File: src/hdl/fcf_pkg.sv
package fcf_pkg;

	localparam int MAX_TAPS = 512;
	localparam int AW       = $clog2(MAX_TAPS);
	localparam int CNT_W    = AW + 1;
	localparam int DATA_W   = 16;
	localparam int CFG_W    = 10;
	localparam int IDX_W    = 9;
	localparam int PROD_W   = 2 * DATA_W;
	localparam int ACC_W    = PROD_W + AW;
	localparam int FRAC_W   = DATA_W - 1;

	localparam logic signed [ACC_W-1:0] ROUND_HALF = ACC_W'(1 << (FRAC_W - 1));
	localparam logic signed [ACC_W-1:0] SAT_HI     = ACC_W'((1 << FRAC_W) - 1);
	localparam logic signed [ACC_W-1:0] SAT_LO     = ACC_W'(-(1 << FRAC_W));

	localparam logic [1:0] MODE_LOAD   = 2'd0;
	localparam logic [1:0] MODE_FILTER = 2'd1;
	localparam logic [1:0] MODE_CLEAR  = 2'd2;

	typedef enum logic [2:0] {
		ST_CLEAR,
		ST_IDLE,
		ST_RUN,
		ST_DRAIN,
		ST_EMIT
	} state_t;

	typedef struct packed {
		logic vld;
		logic last;
		logic hv;
	} mac_ctl_t;

endpackage

File: src/hdl/fcf_mac.sv
module fcf_mac (
	input  logic                              clk,
	input  logic                              arst_n,
	input  logic                              start,
	input  fcf_pkg::mac_ctl_t                 ctl,
	input  logic signed [fcf_pkg::DATA_W-1:0] coef,
	input  logic signed [fcf_pkg::DATA_W-1:0] hist,
	output logic                              done,
	output logic signed [fcf_pkg::DATA_W-1:0] result
);
	import fcf_pkg::*;

	logic signed [PROD_W-1:0] prod_s2;
	mac_ctl_t                 ctl_s2;
	logic signed [ACC_W-1:0]  acc_q;
	logic                     done_q;
	logic signed [ACC_W-1:0]  rnd;
	logic signed [ACC_W-1:0]  shf;
	logic signed [DATA_W-1:0] hist_m;

	// history entries not written since the last clear read as zero
	assign hist_m = ctl.hv ? hist : '0;

	always_ff @(posedge clk or negedge arst_n) begin
		if (!arst_n) begin
			ctl_s2 <= '0;
			done_q <= 1'b0;
		end else begin
			ctl_s2 <= ctl;
			done_q <= ctl_s2.vld & ctl_s2.last;
		end
	end

	always_ff @(posedge clk) begin
		prod_s2 <= coef * hist_m;
		if (start) begin
			acc_q <= '0;
		end else if (ctl_s2.vld) begin
			acc_q <= acc_q + ACC_W'(prod_s2);
		end
	end

	// round half up, then saturate to 16 bits
	always_comb begin
		rnd = acc_q + ROUND_HALF;
		shf = rnd >>> FRAC_W;
		if (shf > SAT_HI) begin
			result = SAT_HI[DATA_W-1:0];
		end else if (shf < SAT_LO) begin
			result = SAT_LO[DATA_W-1:0];
		end else begin
			result = shf[DATA_W-1:0];
		end
	end

	assign done = done_q;

endmodule

File: config.mk
export PLATFORM = sky130hd
export DESIGN_NAME = fcf_mac
export DESIGN_NICKNAME = d
export VERILOG_FILES = /design/src/hdl/fcf_pkg.sv /design/src/hdl/fcf_mac.sv
export SDC_FILE = /design/constraint.sdc
export NUM_CORES = 1
export LEC_CHECK = 0
export BUFFER_PORTS_ARGS = -buffer_cell sky130_fd_sc_hd__buf_2
export CORE_MARGIN = 5
export CORE_UTILIZATION = 65
export DETAILED_ROUTE_END_ITERATION = 8
export GPL_ROUTABILITY_DRIVEN = 0
export PLACE_DENSITY = 0.85
export SLEW_MARGIN = 20
export SYNTH_ARGS = -nofsm -noshare
export SYNTH_HDL_FRONTEND = slang
export SYNTH_SLANG_ARGS = --single-unit
File: constraint.sdc
create_clock -name clk -period 3.65 [get_ports clk]
set_input_delay 0.1825 -clock clk [delete_from_list [all_inputs] [get_ports clk]]
set_output_delay 0.1825 -clock clk [all_outputs]
set_load 0.02 [all_outputs]
==> impl_metrics.ini <==
[cts]
worstSkewPairLatency_ns = 0.35
cts_tree = done
clock-sinks = 76
numCtsBuffers = 9
cts_root_buffer = clkbuf_16
clkTransAtPathRegs_ns = 0.07
htreeDepth = 3
clockBufferDepth = 2

[placed_design]
pre_cts_ws_ns = -2.83
dp_hpwl_mm = 31.8
port_buffers = 54
dp.cells = 2182

[global_routing]
track_usage_pct = 33.8
grt_pass1_wl_mm = 71.3
grt_pass1_vias = 14600
grt_max_degree = 50
grt_remaining_overflow = 0
antenna_found_initial = 1

[finish]
regArea_um2 = 1540
diodes = 0
drive_gt1_share_pct = 25.5
nets = 2373
utilization_pct = 81.7
stdcell_count = 2239
multi_input_area_um2 = 12600
fillCellCount = 1192
area_growth_pct = 23.6

[setup_path]
crit_path_max_fanout = 7
rr_startpoint = acc_q[14]$_SDFFE_PP0P_
rr_endpoint = acc_q[39]$_SDFFE_PP0P_
cp.required_ns = 3.92
r2r_cells = 11
start_kind = primary input
cp-end-kind = register
cp.arrival_ns = 6.31
critical_path_class = primary input to register
ff2ff_setup_slack_ns = 0.28

[detailed_routing]
wl_per_cell_um = 22.8
drt_iter0_drc = 1675
route.detailed.drc = 1
vias = 14500
dr.pass1.iters = 9
vias_per_cell = 6.46
antenna_left = 0
wl_mm = 51.2

[sta]
maxSlewViolCount = 0
finalCritPeriodShare_pct = 165
fin_ws_ns = -2.39
setup_viol = 25
rsz0062_at_grt = yes
clock_skew_ns = 0.0136
fin_crit_ns = 6.04
slew-limit-headroom_pct = 44.1
worst_slew_pin_slew_ns = 0.838
hold_violations = 0
fmax_mhz = 166
whs_ns = 0.142

[die]
core_um2 = 22700
die_x_um = 162
dieArea_um2 = 26200
ios = 55
num_rows = 55
start_util_pct = 66.1
fp.dieH_um = 162

[power_and_ir_drop]
power.density_nw_per_um2 = 1030
vdd_drop_max_mv = 0.817
p_leak_nw = 9.59

[synth]
synth_fp_nets = 2150
yosys_warnings = 0
synthArstFlopShare_pct = 3.95
synthCells = 1726
synth.avg_cell_area_um2 = 8.70
synth.distinct_cells = 73
synth_edf_count = 0
yosysSeqAreaShare_pct = 10.2
synth_area_um2 = 15000
ys_seq_elements = 76
synthFlopType = dfxtp_1

[outcome]
failed_checks = DRC, setup timing
status = finished with violations

[flow_run]
max_cap_viol_count = 0

[worst_hold_path]
hp-class = primary input to async pin
metal layers:
layer  global-route usage, %  routed length [µm]  vias to the layer above
met5                       0                  13                        -
met4                    18.8                5230                        2
met3                    7.05                5550                      489
met2                    60.2               24100                     1117
met1                    37.7               16300                     6901
li1                        -                   -                     5946
metrics by stage:
| stage | power, W | TNS (ns) | cell area (µm²) |
|---|---|---|---|
| after floorplan | 0.0105 | -37.22 | 15400 |
| after global placement | 0.0136 | -49.53 | 17100 |
| after detailed placement | 0.0144 | -53.77 | 17100 |
| after CTS | 0.0160 | -38.14 | 17900 |
| after global routing | 0.0202 | -44.98 | 18600 |
| final | 0.0191 | -43.37 | 18600 |
registers in the layout (all words and copies together), names as in the netlist:
signal and cells:
acc_q 41, prod_s2 32, ctl_s2 2, done 1
worst max-delay path: stages:
cell,delay (ns)
buf_2,0.17
buf_12,0.16
and3_1,0.20
fa_1,0.71
inv_1,0.22
fa_1,0.56
fa_2,0.55
inv_1,0.06
fa_1,0.49
fa_1,0.49
inv_1,0.14
fa_1,0.44
inv_1,0.09
ha_2,0.30
buf_4,0.17
a21oi_2,0.36
o21ai_4,0.12
a31oi_4,0.24
o211ai_1,0.15
a31o_1,0.21
a21oi_2,0.15
xnor2_1,0.14
power by group:
part / switching (W) / internal [W]
Sequential: 0.000380 / 0.00128
Combinational: 0.00896 / 0.00744
Clock: 0.000373 / 0.000623
worst max path at each step:
stage	from	to	slack, ns	cells past startpoint
floorplan	ctl[0]	prod_s2[31]$_DFF_P_	-2.26	24
global placement	ctl[0]	prod_s2[28]$_DFF_P_	-2.57	23
detailed placement	ctl[0]	prod_s2[31]$_DFF_P_	-2.83	23
CTS	ctl[0]	prod_s2[31]$_DFF_P_	-2.07	24
global route	hist[6]	prod_s2[31]$_DFF_P_	-2.42	23
finish	hist[6]	prod_s2[28]$_DFF_P_	-2.39	22
cell usage in the layout (no fill, tap or decap), types with 8 or more instances in the layout:
cell type  netlist  layout
fa_1           263     242
a211oi_1        12      12
xnor2_1         61      57
and3_1         142     118
clkbuf_16        0      13
nor2b_1         11      11
buf_6            2      16
nor2_1          83      77
nand2_1        156     147
mux2i_1         21      21
a21o_1          36      36
a21oi_2          1      13
buf_12           0      10
inv_1          361     314
dfxtp_1         73      73
fa_2             0      21
buf_4            1     190
ha_4             0      18
ha_1           123     102
buf_2            0      48
a31oi_1         10       8
nand3_1         32      26
xor2_1          23      23
and2_4           1       8
o21ai_2         10      15
o21ai_1         18      15
nor3_1          16      15
a21oi_1         61      43
o21ai_0         26      22
inv_2            0      46
and3_4           0      24
synthesized netlist by cell type (3+ instances only):
cell type	count	area share [%]
nand2_1	156	3.9
o21ai_1	18	0.60
fa_1	263	35
dfrtp_1	3	0.50
inv_1	361	9.0
and2_1	13	0.54
dfxtp_1	73	9.7
o21bai_1	9	0.45
a211oi_1	12	0.60
a31oi_1	10	0.42
a21oi_1	61	2.0
xor2_1	23	1.3
a21o_1	36	1.8
xnor2_1	61	3.6
nand2b_1	7	0.29
o21ai_0	26	0.87
nor3_1	16	0.53
or3_1	3	0.13
nor4_1	3	0.13
o21ai_2	10	0.58
o31a_1	3	0.18
mux2i_1	21	1.4
nor2b_1	11	0.46
nand3_1	32	1.1
o211ai_1	6	0.30
a221o_1	3	0.20
or2_2	4	0.17
a2111oi_0	3	0.18
ha_1	123	10
buf_1	4	0.10
nor2_1	83	2.1
and3_1	142	5.9
clkbuf_1	60	1.5
nand4_1	6	0.25
o21a_1	6	0.30
nand4b_1	3	0.18
kinds of logic (layout without fill, tap and decap cells):
| group | after synthesis | in the layout | synth area share (%) |
|---|---|---|---|
| AND/OR/NAND/NOR | 493 | 493 | 16.4 |
| adder cells (fa/ha/maj) | 386 | 386 | 45.3 |
| XOR/XNOR | 84 | 84 | 4.90 |
| flip-flops | 76 | 76 | 10.2 |
| buffers and inverters | 429 | 657 | 10.9 |
| AO/OA/AOI/OAI | 235 | 235 | 10.8 |
| multiplexers | 23 | 23 | 1.55 |
final cells by class:
class | instances | area share (%)
Clock buffer | 10 | 1.29
Clock inverter | 6 | 0.512
Inverter | 362 | 7.34
Multi-Input combinational cell | 1221 | 68.0
Sequential cell | 76 | 8.29
Tap cell | 285 | 1.92
Timing Repair Buffer | 279 | 12.6
repair_timing:
item / in CTS / in global routing
hold buffers: 3 / 0
gates cloned: 3 / 5
buffers inserted: 10 / 22
setup endpoints to repair: 26 / 25
hold endpoints to repair: 5 / 0
resized for setup: 77 / 129
pin swaps: 76 / 105
Note: power is estimated with default switching activity, not from simulation.
